`src/rtl/cau_pkg.sv`:
```
// shared types, codes and saturation helpers of the complex arithmetic unit
// no dependencies
`timescale 1ns / 1ps

package cau_pkg;

  typedef enum logic [1:0] {
    OP_ADD = 2'd0,
    OP_SUB = 2'd1,
    OP_MUL = 2'd2,
    OP_DIV = 2'd3
  } cau_op_t;

  typedef enum logic [1:0] {
    ST_OK   = 2'd0,
    ST_SAT  = 2'd1,
    ST_DIVZ = 2'd2
  } cau_status_t;

  // one classified request between the front and the back
  typedef struct packed {
    cau_op_t            op;
    logic               dz;
    logic signed [15:0] ar;
    logic signed [15:0] ai;
    logic signed [15:0] br;
    logic signed [15:0] bi;
  } cau_item_t;

  typedef struct packed {
    logic signed [15:0] val;
    logic               sat;
  } cau_sat_t;

  // clamp a wide signed value to 16 bits
  function automatic cau_sat_t sat_wide(input logic signed [33:0] x);
    cau_sat_t r;
    if (x > 34'sd32767) begin
      r.val = 16'sh7fff;
      r.sat = 1'b1;
    end else if (x < -34'sd32768) begin
      r.val = 16'sh8000;
      r.sat = 1'b1;
    end else begin
      r.val = x[15:0];
      r.sat = 1'b0;
    end
    return r;
  endfunction

  // signed quotient from sign, overflow flag and 16-bit magnitude
  function automatic cau_sat_t sat_quot(input logic neg, input logic ovf,
                                        input logic [15:0] q);
    cau_sat_t r;
    if (ovf) begin
      r.val = neg ? 16'sh8000 : 16'sh7fff;
      r.sat = 1'b1;
    end else if (neg) begin
      if (q > 16'd32768) begin
        r.val = 16'sh8000;
        r.sat = 1'b1;
      end else begin
        r.val = -q;
        r.sat = 1'b0;
      end
    end else begin
      if (q > 16'd32767) begin
        r.val = 16'sh7fff;
        r.sat = 1'b1;
      end else begin
        r.val = q;
        r.sat = 1'b0;
      end
    end
    return r;
  endfunction

endpackage

```
`src/rtl/cau_queue.sv`:
```
// two-entry queue between front and back
// depends on cau_pkg
`timescale 1ns / 1ps

module cau_queue import cau_pkg::*; (
  input  logic      clk,
  input  logic      rst_n,
  input  logic      in_valid,
  output logic      in_ready,
  input  cau_item_t in_item,
  output logic      out_valid,
  input  logic      out_ready,
  output cau_item_t out_item
);

  cau_item_t  mem_r [2];
  logic       wp_r, wp_nxt, rp_r, rp_nxt;
  logic [1:0] cnt_r, cnt_nxt;
  logic       push, pop;

  assign in_ready  = (cnt_r != 2'd2);
  assign out_valid = (cnt_r != 2'd0);
  assign out_item  = mem_r[rp_r];
  assign push      = in_valid && in_ready;
  assign pop       = out_valid && out_ready;

  always_comb begin
    wp_nxt  = push ? !wp_r : wp_r;
    rp_nxt  = pop ? !rp_r : rp_r;
    cnt_nxt = cnt_r + 2'(push) - 2'(pop);
  end

  always_ff @(posedge clk) begin
    if (!rst_n) begin
      wp_r  <= 1'b0;
      rp_r  <= 1'b0;
      cnt_r <= 2'd0;
    end else begin
      wp_r  <= wp_nxt;
      rp_r  <= rp_nxt;
      cnt_r <= cnt_nxt;
    end
    if (push) begin
      mem_r[wp_r] <= in_item;
    end
  end

endmodule

```
`config.mk`:
```
export PLATFORM = sky130hd
export DESIGN_NAME = cau_queue
export DESIGN_NICKNAME = d
export VERILOG_FILES = /design/src/rtl/cau_pkg.sv /design/src/rtl/cau_queue.sv
export SDC_FILE = /design/constraint.sdc
export NUM_CORES = 1
export LEC_CHECK = 0
export BUFFER_PORTS_ARGS = -buffer_cell sky130_fd_sc_hd__buf_2
export CORE_ASPECT_RATIO = 0.5
export CORE_UTILIZATION = 23
export CTS_CLUSTER_DIAMETER = 150
export DETAILED_ROUTE_END_ITERATION = 6
export GPL_ROUTABILITY_DRIVEN = 1
export PLACE_DENSITY = 0.52
export SYNTH_ARGS = -nofsm -noshare
export SYNTH_HDL_FRONTEND = slang
export SYNTH_SLANG_ARGS = --single-unit
```
`constraint.sdc`:
```
create_clock -name clk -period 3.5 [get_ports clk]
set_clock_uncertainty 0.15 [all_clocks]
set_input_delay 0.7 -clock clk [delete_from_list [all_inputs] [get_ports clk]]
set_output_delay 0.7 -clock clk [all_outputs]
set_load 0.005 [all_outputs]
```
==> reports/metrics.yaml <==
status: "finished, final reports clean"
holdBufCountCts: 0
grt_max_degree: 68
worst_r2r_endpoint: "mem_r[0][35]"
setup_tns_ps: 0
hp-start: "in_item[62]"
grt_setup_unrepaired: "no"
slew-limit-headroom_pct: 59.6
cts_setup_buffers: 0
die_w_um: 213
endpoint_kind: "primary output"
cp_num_buf_inv: 2
grt-ovfl-total: 0
hold_violations: 0
chipHeight_um: 107
use_met3_pct: 3.59
viasPerCell: 3.71
row_count: 38
cpMaxStageDelayCell: "mux2_1"
min_period_ps: 2510
synth_cell_types: 26
worstSetupPathType: "flip-flop to primary output"
worst_pin_slew_ps: 605
nets: 464
netlist_area_um2: 5100
yosysTopAreaCell: "edfxtp_1"
power_density_nw_per_um2: 703
syn_inst: 238
max-cap-violations: 0
fmax_mhz: 398
core_um2: 21700
drc: 0
cts-root-buf: "clkbuf_16"
cts_tree: "built"
netlist.area_leader.share_pct: 78.9
worstReg2RegStart: "cnt_r[0]"
path_max_fanout: 67
start_util_pct: 23.5
peakVddDrop_mv: 0.317
antenna-diode-count: 0
ctsLongestPathBuffers: 2
ys_ff_latch: 139
grt_pass1_wl_um: 15200
hold_class: "input pin to flip-flop"
numCtsBuffers: 17
synthToLayoutAreaGrowth_pct: 34.0
fin_crit_sh_pct: 71.8
cp-start-kind: "flip-flop"
r2r_slack_ps: 1420
synth.yosys.seq_area_share_pct: 80.9
port_buffers: 139
place.gp.congestion: 0.729
drive_gt1_share_pct: 53.3
dp.final_hpwl_um: 6520
hold_slack_ps: 316
finalSetupViolations: 0
cts_max_level: 4
ys_warn_count: 0
cp_data_arrival_time_ps: 1660
cts.sinks: 139
required_ps: 2650
wl_um: 10100
first_pass_iters: 4
ant_nets: 0
grt_antenna_before_repair: 1
gr-usage-all-layers_pct: 9.33
met2_usage_pct: 16.7
endpoint: "out_item[65]"
critPathTopFamily: "buffers and inverters"
num_io_pins: 140
slew_violations: 0
avgRoutedWirePerCell_um: 14.3
cellLeakagePower_nw: 2.52
grt_pass1_vias: 2748
post_cts_resize_count: 0
dieArea_um2: 22800
use_met1_pct: 9.95
cp.depth: 3
path_cells: "buf_12 -> mux2_1 -> buf_2"
syn_nets: 310
slowest_delay_ps: 380
worstRegToRegCells: 4
vias: 2619
yosys-top-cells-area: "edfxtp_1 (79%), mux2_2 (8.2%), mux2_1 (6.6%), dfxtp_1 (2.0%), buf_6 (0.66%)"
clock_latency_ps: 410
grt-busiest-layer: "met2"
avgSynthCellArea_um2: 21.4
drt_iter0_markers: 112
clk_pin_slew_worst_paths_ps: 70
worst min-delay path by stage:
| stage | endpoint | slack, ps | cells after the start |
|---|---|---|---|
| floorplan | flip-flop | 320 | 2 |
| global placement | rp_r | 340 | 2 |
| detailed placement | flip-flop | 350 | 2 |
| CTS | mem_r[0][62] | 300 | 1 |
| global route | mem_r[1][62] | 290 | 1 |
| finish | mem_r[0][62] | 320 | 1 |
layer usage:
| metal | routed length, µm | vias up |
|---|---|---|
| met5 | 8 | - |
| met4 | 127 | 2 |
| met3 | 360 | 16 |
| met2 | 5690 | 34 |
| met1 | 3890 | 1309 |
| li1 | - | 1258 |
state kept, by name, indices dropped and copies added, names as in the netlist, named ones only:
signal and cells:
rp_r 1, wp_r 1, cnt_r 2, mem_r 134
power breakdown:
group	switching, mW	leakage (nW)	internal (mW)
clock network	0.698	0.318	1.28
registers	0.0403	1.30	2.02
logic	0.386	0.903	0.380
metrics by stage:
stage,cells,worst slack [ps],power (mW),utilization [%],cell area [µm²]
floorplan,238,595,2.54,-,5100
global placement,673,1190,2.88,28.5,6180
detailed placement,673,1170,2.89,28.5,6180
CTS,705,957,4.88,31.5,6830
global route,705,902,5.02,31.5,6830
finish,705,986,4.80,31.5,6830
synth_stat cells, drive strengths merged:
master	instances
nor3	1
ha	1
and3	2
nor4bb	1
a21oi	1
a21bo	1
nand2b	1
nor4	1
nand3b	1
dfxtp	5
nand3	1
mux2	67
or2	1
and2	1
nor2b	1
edfxtp	134
nor2	4
o31a	1
buf	7
o21ba	1
inv	2
xor2	1
o21ai	2
cell families (layout without fill, tap and decap cells):
kind of cell | after synthesis | in the layout | share of synthesized area [%]
mux | 67 | 67 | 14.8
xor+xnor | 1 | 1 | 0.172
compound gates | 6 | 6 | 0.859
buf+inv | 9 | 176 | 1.25
flops | 139 | 139 | 80.9
simple gates | 15 | 15 | 1.79
fa+ha+maj | 1 | 1 | 0.245
final cells by class:
class | instances | area (µm²)
timing repair buffer | 142 | 756
multi-input combinational | 90 | 912
inverter | 2 | 7.51
tap | 300 | 375
sequential | 139 | 4130
clock buffer | 17 | 425
clock inverter | 15 | 231
fill | 2146 | 14800
placed cells by master (no fill, tap or decap), types with 2 or more instances in the layout:
cell       count
bufinv_16      5
edfxtp_1     134
nor2_1         4
mux2_2        37
dfxtp_1        4
buf_2        139
buf_12         3
clkbuf_16     17
mux2_1        30
o21ai_0        2
inv_6          7
Power figures use the tool's default switching activity.
