===== src/rtl/cau_pkg.sv =====
// shared types, codes and saturation helpers of the complex arithmetic unit
// no dependencies
`timescale 1ns / 1ps

package cau_pkg;

  typedef enum logic [1:0] {
    OP_ADD = 2'd0,
    OP_SUB = 2'd1,
    OP_MUL = 2'd2,
    OP_DIV = 2'd3
  } cau_op_t;

  typedef enum logic [1:0] {
    ST_OK   = 2'd0,
    ST_SAT  = 2'd1,
    ST_DIVZ = 2'd2
  } cau_status_t;

  // one classified request between the front and the back
  typedef struct packed {
    cau_op_t            op;
    logic               dz;
    logic signed [15:0] ar;
    logic signed [15:0] ai;
    logic signed [15:0] br;
    logic signed [15:0] bi;
  } cau_item_t;

  typedef struct packed {
    logic signed [15:0] val;
    logic               sat;
  } cau_sat_t;

  // clamp a wide signed value to 16 bits
  function automatic cau_sat_t sat_wide(input logic signed [33:0] x);
    cau_sat_t r;
    if (x > 34'sd32767) begin
      r.val = 16'sh7fff;
      r.sat = 1'b1;
    end else if (x < -34'sd32768) begin
      r.val = 16'sh8000;
      r.sat = 1'b1;
    end else begin
      r.val = x[15:0];
      r.sat = 1'b0;
    end
    return r;
  endfunction

  // signed quotient from sign, overflow flag and 16-bit magnitude
  function automatic cau_sat_t sat_quot(input logic neg, input logic ovf,
                                        input logic [15:0] q);
    cau_sat_t r;
    if (ovf) begin
      r.val = neg ? 16'sh8000 : 16'sh7fff;
      r.sat = 1'b1;
    end else if (neg) begin
      if (q > 16'd32768) begin
        r.val = 16'sh8000;
        r.sat = 1'b1;
      end else begin
        r.val = -q;
        r.sat = 1'b0;
      end
    end else begin
      if (q > 16'd32767) begin
        r.val = 16'sh7fff;
        r.sat = 1'b1;
      end else begin
        r.val = q;
        r.sat = 1'b0;
      end
    end
    return r;
  endfunction

endpackage


===== src/rtl/cau_front.sv =====
// front: accepts requests, decodes the opcode and flags a zero divisor
// depends on cau_pkg
`timescale 1ns / 1ps

module cau_front import cau_pkg::*; (
  input  logic        clk,
  input  logic        rst_n,
  input  logic        in_tvalid,
  output logic        in_tready,
  input  logic [63:0] in_tdata,   // a_real, a_imag, b_real, b_imag
  input  logic [1:0]  in_tuser,   // opcode
  output logic        item_valid,
  input  logic        item_ready,
  output cau_item_t   item
);

  logic      valid_r, valid_nxt;
  cau_item_t item_r, item_nxt;

  assign in_tready  = !valid_r || item_ready;
  assign item_valid = valid_r;
  assign item       = item_r;

  always_comb begin
    item_nxt    = item_r;
    valid_nxt   = valid_r && !item_ready;
    if (in_tvalid && in_tready) begin
      valid_nxt   = 1'b1;
      item_nxt.op = cau_op_t'(in_tuser);
      item_nxt.ar = in_tdata[15:0];
      item_nxt.ai = in_tdata[31:16];
      item_nxt.br = in_tdata[47:32];
      item_nxt.bi = in_tdata[63:48];
      item_nxt.dz = (cau_op_t'(in_tuser) == OP_DIV) &&
                    (in_tdata[47:32] == 16'd0) && (in_tdata[63:48] == 16'd0);
    end
  end

  always_ff @(posedge clk) begin
    if (!rst_n) begin
      valid_r <= 1'b0;
    end else begin
      valid_r <= valid_nxt;
    end
    item_r <= item_nxt;
  end

endmodule


===== config.mk =====
export PLATFORM = sky130hd
export DESIGN_NAME = cau_front
export DESIGN_NICKNAME = d
export VERILOG_FILES = /design/src/rtl/cau_pkg.sv /design/src/rtl/cau_front.sv
export SDC_FILE = /design/constraint.sdc
export NUM_CORES = 1
export LEC_CHECK = 0
export BUFFER_PORTS_ARGS = -buffer_cell sky130_fd_sc_hd__buf_2
export CAP_MARGIN = 20
export CORE_AREA = 8 8 86 88
export DETAILED_ROUTE_END_ITERATION = 8
export DIE_AREA = 0 0 94 96
export PLACE_DENSITY = 0.72
export SLEW_MARGIN = 15
export SYNTH_ARGS = -nofsm -noshare
export SYNTH_HDL_FRONTEND = slang
export SYNTH_SLANG_ARGS = --single-unit

===== constraint.sdc =====
create_clock -name clk -period 2.65 [get_ports clk]
set_clock_uncertainty 0.05 [all_clocks]
set_input_delay 0.3975 -clock clk [delete_from_list [all_inputs] [get_ports clk]]
set_output_delay 0.3975 -clock clk [all_outputs]
set_load 0.005 [all_outputs]

==> metrics.txt, run 1 <==
# TYPE chip_impl_metric gauge
chip_impl_metric{name="yosys_warnings",unit=""} 0
chip_impl_metric{name="placement.io_buffers",unit=""} 138
chip_impl_metric{name="timing.hold.ws",unit="ns"} 0.189
chip_impl_metric{name="worstPathBufferInverterCount",unit=""} 1
chip_impl_info{name="end_kind",value="output pin"} 1
chip_impl_metric{name="hold_viol",unit=""} 0
chip_impl_metric{name="report.final.slew_viol_count",unit=""} 0
chip_impl_metric{name="multiInputGateArea",unit="um^2"} 110
chip_impl_metric{name="vias_in_the_first_global_route",unit=""} 1450
chip_impl_info{name="unrepaired_setup_endpoints_after_global_routing",value="false"} 1
chip_impl_info{name="result_of_the_run",value="finished, final reports clean"} 1
chip_impl_metric{name="syn-mean-instance-area",unit="um^2"} 24.9
chip_impl_metric{name="row_count",unit=""} 29
chip_impl_metric{name="synth_compound_gate_area_share",unit="%"} 0.350
chip_impl_metric{name="chipWidth",unit="um"} 94
chip_impl_metric{name="setup_total_negative_slack",unit="ns"} 0
chip_impl_metric{name="synth_simple_gate_area_share",unit="%"} 4.73
chip_impl_metric{name="synth_top_cell_area_share",unit="%"} 93.8
chip_impl_metric{name="synth-seq-area-share",unit="%"} 94.7
chip_impl_metric{name="max_cap_viols",unit=""} 0
chip_impl_metric{name="synthesis.area",unit="um^2"} 2140
chip_impl_info{name="path_cells",value="buf_2"} 1
chip_impl_metric{name="number_of_h_tree_branching_levels",unit=""} 3
chip_impl_metric{name="synthCells",unit=""} 86
chip_impl_metric{name="post_cts_resized",unit=""} 0
chip_impl_metric{name="routed-wl-met2",unit="um"} 2830
chip_impl_metric{name="initial_utilization",unit="%"} 35.2
chip_impl_metric{name="die_y",unit="um"} 96
chip_impl_metric{name="synthToLayoutAreaGrowth",unit="%"} 45.7
chip_impl_metric{name="post_synth_xor_area_fraction",unit="%"} 0
chip_impl_metric{name="max_slew.worst_pin.slew",unit="ns"} 0.408
chip_impl_metric{name="p_per_area",unit="nW/um^2"} 693
chip_impl_info{name="worstSetupStartpointType",value="register"} 1
chip_impl_info{name="timing.setup.critical_path_class",value="register to output pin"} 1
chip_impl_metric{name="drtAntennaViolNets",unit=""} 0
chip_impl_metric{name="core-area",unit="um^2"} 6100
chip_impl_metric{name="slew_headroom",unit="%"} 72.8
chip_impl_metric{name="inserted_clock_buffers",unit=""} 9
chip_impl_metric{name="wl",unit="um"} 6000
chip_impl_metric{name="wl_per_cell",unit="um"} 18.8
chip_impl_metric{name="muxShareOfSynthArea",unit="%"} 0
chip_impl_metric{name="setup_viols_final",unit=""} 0
chip_impl_metric{name="finalNetCount",unit=""} 307
chip_impl_metric{name="fillCellCount",unit=""} 526
chip_impl_metric{name="grt_remaining_overflow",unit=""} 0
chip_impl_metric{name="critical_path_fanout_max",unit=""} 1
chip_impl_metric{name="dpl-instance-area",unit="um^2"} 2950
chip_impl_info{name="synth_area_leaders",value="edfxtp_1 (94%), nor4_1 (1.8%), nor4_2 (1.2%)"} 1
chip_impl_info{name="synth_top_cell_by_area",value="edfxtp_1"} 1
chip_impl_metric{name="critical_path_arrival",unit="ns"} 0.89
chip_impl_info{name="maxUsedRoutingLayer",value="met4"} 1
chip_impl_info{name="worstHoldPathType",value="input pin to register"} 1
chip_impl_metric{name="grt_first_pass_wirelength",unit="um"} 8250
chip_impl_metric{name="viasPerCell",unit=""} 4.40
chip_impl_info{name="clockRootBuffer",value="clkbuf_8"} 1
chip_impl_metric{name="drt_pass1_iterations",unit=""} 4
chip_impl_info{name="crit_family",value="flip-flops"} 1
chip_impl_metric{name="f_max",unit="GHz"} 0.749
chip_impl_info{name="synth_top_family_by_area",value="simple AND/OR/NAND/NOR gates"} 1
chip_impl_metric{name="synth_seq_cells",unit=""} 68
chip_impl_metric{name="route.layer.met1.wl",unit="um"} 2070
chip_impl_metric{name="post_cts_hold_buffer_count",unit=""} 0
chip_impl_metric{name="worst_skew_pair.late_latency",unit="ns"} 0.32
chip_impl_metric{name="antenna_found_initial",unit=""} 0
chip_impl_metric{name="place.gp.congestion",unit=""} 0.738
chip_impl_metric{name="max_stage_delay",unit="ns"} 0.42
chip_impl_info{name="crit_slowest_cell",value="edfxtp_1"} 1
chip_impl_metric{name="cts_num_sinks",unit=""} 68
chip_impl_metric{name="boundary_pins",unit=""} 139
chip_impl_metric{name="diodes",unit=""} 0
chip_impl_metric{name="worst-endpoint-required",unit="ns"} 2.20
chip_impl_metric{name="design.die.area",unit="um^2"} 9020
chip_impl_metric{name="post_synthesis_net_count",unit=""} 156
chip_impl_metric{name="synth.distinct_cells",unit=""} 12
chip_impl_metric{name="drive_gt1_share",unit="%"} 65.7
chip_impl_metric{name="worst_ir_drop_vdd",unit="mV"} 0.319
chip_impl_metric{name="remaining_drc_errors",unit=""} 0
chip_impl_metric{name="synth_fa_ha_area_share",unit="%"} 0
chip_impl_metric{name="drt_iter0_drc",unit=""} 56
chip_impl_metric{name="power_leakage",unit="nW"} 1.31
chip_impl_metric{name="seqCellArea",unit="um^2"} 2030
chip_impl_metric{name="finalInstanceArea",unit="um^2"} 3120
chip_impl_metric{name="vias",unit=""} 1405
chip_impl_metric{name="globalRouteTotalUtil",unit="%"} 12.7
chip_impl_metric{name="cts_setup_buffers",unit=""} 0
chip_impl_info{name="tritoncts",value="built"} 1
chip_impl_metric{name="clk_pin_slew_worst_paths",unit="ns"} 0.08
chip_impl_metric{name="max_clock_buf_depth",unit=""} 2
chip_impl_metric{name="detailed_place_hpwl",unit="um"} 5040
chip_impl_metric{name="pin_count_of_the_biggest_net_entering_global_routing",unit=""} 35
chip_impl_metric{name="wl_met3",unit="um"} 1030
chip_impl_metric{name="timing.final.crit_period",unit="ns"} 1.34
chip_impl_metric{name="final_min_period_over_clock_period",unit="%"} 50.4
[layer usage]
metal	GRT usage [%]	up-vias
li1	-	652
met1	13.2	642
met2	20.7	99
met3	7.02	12
met4	5.94	0
met5	0	-
[cell usage in the layout, fill, tap and decap left out, drive strengths merged]
cell type  count
buf          140
edfxtp        67
clkbuf         9
nor4           8
clkinvlp       4
nor2           2
nand2          2
inv            2
clkinv         2
nand3          1
nand4          1
nand2b         1
and2           1
a21boi         1
dfxtp          1
[area by class of cell]
type	instances	area share, %
Inverter	1	0.120
Timing Repair Buffer	140	22.6
Multi-Input combinational cell	17	3.52
Clock buffer	9	3.96
Tap cell	77	3.08
Sequential cell	68	65.0
Clock inverter	7	1.68
[power breakdown]
group | switching (mW) | leakage (nW) | internal [mW]
registers | 0.0152 | 0.657 | 1.26
clock network | 0.390 | 0.0779 | 0.341
logic | 0.0855 | 0.573 | 0.0792
[kinds of logic (layout without fill, tap and decap cells)]
family	count (synthesis)	count (layout)
AOI/OAI and AO/OA	1	1
and+or+nand+nor	16	16
buffers and inverters	1	157
DFF	68	68
[Yosys cell counts (all sizes together)]
library cell,n
edfxtp,67
nand2b,1
a21boi,1
nand2,2
nand4,1
nor2,2
inv,1
dfxtp,1
nor4,8
and2,1
nand3,1
[through the flow]
stage	setup slack, ns	power, mW	instances	util, %
2_1_floorplan	0.0381	1.33	86	-
5_1_grt	1.23	2.26	319	51.3
4_1_cts	1.28	2.20	319	51.3
6_report	1.31	2.17	319	51.3
3_3_place_gp	1.10	1.46	303	48.4
3_5_place_dp	1.08	1.46	303	48.4
[state kept, by name (all words and copies together) (netlist names)]
register,cells
item_valid,1
item,67
[worst paths after layout]
check,start,to,slack (ns),cells past startpoint
min,in_tdata[5],item[53],0.19,1
max reg2reg,item_valid,item[17],1.33,3
max,item[38],item[38],1.31,1
min reg2reg,item_valid,item_valid,0.48,2
[worst register-to-register path: cells and delay by family (launching register included)]
kind,cells,cell delay [ns]
buffers and inverters,1,0.36
AND/OR/NAND/NOR,2,0.24
flip-flops,1,0.31
Power figures use the tool's default switching activity.
==> inputs of run 2 (changes only) <==
- clock period: 2.65 -> 1.2 ns (I/O delays scaled with it)
==> metrics.txt, run 2 (synthesis results as in run 1) <==
# TYPE chip_impl_metric gauge
chip_impl_info{name="most_common_library_cell_in_the_layout_ignoring_fill_and_taps",value="buf_2"} 1
chip_impl_metric{name="p_per_area",unit="nW/um^2"} 1280
chip_impl_metric{name="cts_num_sinks",unit=""} 68
chip_impl_metric{name="setup_viols_final",unit=""} 0
chip_impl_info{name="crit_slowest_cell",value="edfxtp_1"} 1
chip_impl_metric{name="finalNetCount",unit=""} 375
chip_impl_metric{name="worstRegToRegCells",unit=""} 3
chip_impl_metric{name="detailed_place_hpwl",unit="um"} 5030
chip_impl_metric{name="max_cap_viols",unit=""} 0
chip_impl_metric{name="timing.final.crit_period",unit="ns"} 1.17
chip_impl_info{name="result_of_the_run",value="finished, final reports clean"} 1
chip_impl_metric{name="number_of_flip_flops_in_the_largest_register",unit=""} 67
chip_impl_info{name="path_cells",value="buf_2"} 1
chip_impl_metric{name="vias",unit=""} 1674
chip_impl_metric{name="power_leakage",unit="nW"} 1.64
chip_impl_metric{name="clk_pin_slew_worst_paths",unit="ns"} 0.07
chip_impl_metric{name="drt_iter0_drc",unit=""} 56
chip_impl_metric{name="worst-endpoint-required",unit="ns"} 0.97
chip_impl_metric{name="cts_setup_buffers",unit=""} 0
chip_impl_metric{name="critical_path_arrival",unit="ns"} 0.94
chip_impl_metric{name="drtAntennaViolNets",unit=""} 0
chip_impl_info{name="layout.cells.most_common_list",value="buf_2 (136), edfxtp_1 (67), dlygate4sd3_1 (64), clkbuf_8 (9)"} 1
chip_impl_metric{name="place.gp.congestion",unit=""} 0.817
chip_impl_metric{name="worst_skew_pair.late_latency",unit="ns"} 0.33
chip_impl_info{name="worstHoldPathType",value="input pin to register"} 1
chip_impl_metric{name="slew_headroom",unit="%"} 75.1
chip_impl_metric{name="critical_path_fanout_max",unit=""} 1
chip_impl_metric{name="drive_gt1_share",unit="%"} 52.8
chip_impl_info{name="end_kind",value="output pin"} 1
chip_impl_metric{name="pin_count_of_the_biggest_net_entering_global_routing",unit=""} 20
chip_impl_metric{name="wl_per_cell",unit="um"} 18.9
chip_impl_metric{name="worst_ir_drop_vdd",unit="mV"} 0.694
chip_impl_metric{name="die_y",unit="um"} 96
chip_impl_info{name="crit_family",value="flip-flops"} 1
chip_impl_info{name="critical_path.reg2reg.endpoint",value="item[45]"} 1
chip_impl_info{name="hold-path-endpoint",value="item_valid"} 1
chip_impl_metric{name="placement.io_buffers",unit=""} 138
chip_impl_metric{name="antenna_found_initial",unit=""} 0
chip_impl_metric{name="finalNonFillerCells",unit=""} 386
chip_impl_metric{name="max_slew.worst_pin.slew",unit="ns"} 0.370
chip_impl_metric{name="worstHoldPathCells",unit=""} 2
chip_impl_metric{name="wl",unit="um"} 7290
chip_impl_metric{name="core-area",unit="um^2"} 6100
chip_impl_metric{name="fillCellCount",unit=""} 455
chip_impl_metric{name="report.final.slew_viol_count",unit=""} 0
chip_impl_metric{name="final_min_period_over_clock_period",unit="%"} 97.1
chip_impl_metric{name="met1_usage",unit="%"} 16.8
chip_impl_info{name="unrepaired_setup_endpoints_after_global_routing",value="true"} 1
chip_impl_metric{name="viasPerCell",unit=""} 4.34
chip_impl_metric{name="dpl-instance-area",unit="um^2"} 3020
chip_impl_info{name="tritoncts",value="built"} 1
chip_impl_metric{name="design.die.area",unit="um^2"} 9020
chip_impl_metric{name="boundary_pins",unit=""} 139
chip_impl_metric{name="initial_utilization",unit="%"} 35.2
chip_impl_metric{name="diodes",unit=""} 0
chip_impl_metric{name="worstPathBufferInverterCount",unit=""} 1
chip_impl_info{name="worstSetupStartpointType",value="register"} 1
chip_impl_metric{name="max_stage_delay",unit="ns"} 0.44
chip_impl_metric{name="drt_pass1_iterations",unit=""} 5
chip_impl_metric{name="max_clock_buf_depth",unit=""} 2
chip_impl_metric{name="grt_util_met2",unit="%"} 28.9
chip_impl_metric{name="number_of_h_tree_branching_levels",unit=""} 3
chip_impl_metric{name="chipWidth",unit="um"} 94
chip_impl_metric{name="globalRouteTotalUtil",unit="%"} 16.5
chip_impl_metric{name="remaining_drc_errors",unit=""} 0
chip_impl_metric{name="met3_usage",unit="%"} 7.57
chip_impl_metric{name="row_count",unit=""} 29
chip_impl_metric{name="finalInstanceArea",unit="um^2"} 3850
chip_impl_metric{name="f_max",unit="GHz"} 0.858
chip_impl_info{name="clockRootBuffer",value="clkbuf_8"} 1
chip_impl_metric{name="rrSetupSlack",unit="ns"} 0.05
chip_impl_info{name="reg2reg_from",value="item_valid"} 1
chip_impl_metric{name="grt_first_pass_wirelength",unit="um"} 10700
chip_impl_metric{name="hold_viol",unit=""} 0
chip_impl_info{name="busiest_layer",value="met2"} 1
chip_impl_metric{name="numPlacedInstances",unit=""} 307
chip_impl_metric{name="inserted_clock_buffers",unit=""} 9
chip_impl_metric{name="vias_in_the_first_global_route",unit=""} 1860
chip_impl_info{name="timing.setup.critical_path_class",value="register to output pin"} 1
chip_impl_metric{name="synthToLayoutAreaGrowth",unit="%"} 79.8
chip_impl_info{name="hold_path_start",value="rst_n"} 1
chip_impl_metric{name="grt_remaining_overflow",unit=""} 0
-- run 2: cell type report --
type	instances	area, um^2	area share (%)
Clock inverter	5	30.0	0.779
Inverter	1	3.75	0.0974
Multi-Input combinational cell	17	131	3.41
Sequential cell	68	2030	52.7
Tap cell	77	96.3	2.50
Timing Repair Buffer	208	1430	37.2
Clock buffer	10	128	3.31
-- run 2: metal layers --
| metal | up-vias | wire length (um) | share of wire [%] |
|---|---|---|---|
| li1 | 790 | - | - |
| met2 | 102 | 3750 | 51 |
| met1 | 775 | 2670 | 37 |
| met5 | - | 0 | 0 |
| met3 | 7 | 799 | 11 |
| met4 | 0 | 74 | 1.0 |
-- run 2: per-stage QoR --
stage          power (mW)  worst slack, ns  hold WS [ns]  utilization (%)  TNS [ns]
2_1_floorplan        2.93           -0.220         0.229                -    -14.71
3_3_place_gp         3.25          -0.0863         0.307             49.5   -0.0863
3_5_place_dp         3.27           -0.178         0.308             49.5    -0.178
4_1_cts              4.97           0.0159        0.0172             62.9         0
5_1_grt              5.14         -0.00954        0.0166             63.2   -0.0184
6_report             4.94           0.0348        0.0369             63.2         0
-- run 2: report_power, final --
part / switching, mW / leakage [nW] / internal (mW) / total [mW]
Clock: 0.808 / 0.0779 / 0.726 / 1.53
Sequential: 0.0410 / 0.657 / 2.77 / 2.81
Combinational: 0.238 / 0.901 / 0.348 / 0.586
Total: 1.09 / 1.64 / 3.85 / 4.94
-- run 2: how the worst max path moves through the flow --
| stage | from | endpoint | slack [ns] | depth (start not counted) |
|---|---|---|---|---|
| finish | item[6] | item[6] | 0.03 | 1 |
| global route | item[6] | item[6] | -0.01 | 1 |
| CTS | item_valid | item[37] | 0.02 | 3 |
| detailed placement | in_tdata[46] | item[64] | -0.18 | 4 |
| global placement | in_tdata[46] | item[64] | -0.09 | 4 |
| floorplan | item_valid | item[0] | -0.22 | 2 |
-- run 2: worst register-to-register path: stages (launching register included) --
cell and delay (ns):
dfxtp_2 0.34, nand2b_4 0.06, and2_4 0.23, buf_12 0.18
-- run 2: timing repair --
action / CTS / global route
hold buffers: 66 / 0
gates resized for setup: 0 / 6
endpoints found under the hold margin: 66 / 0
endpoints found under the setup margin: 0 / 68
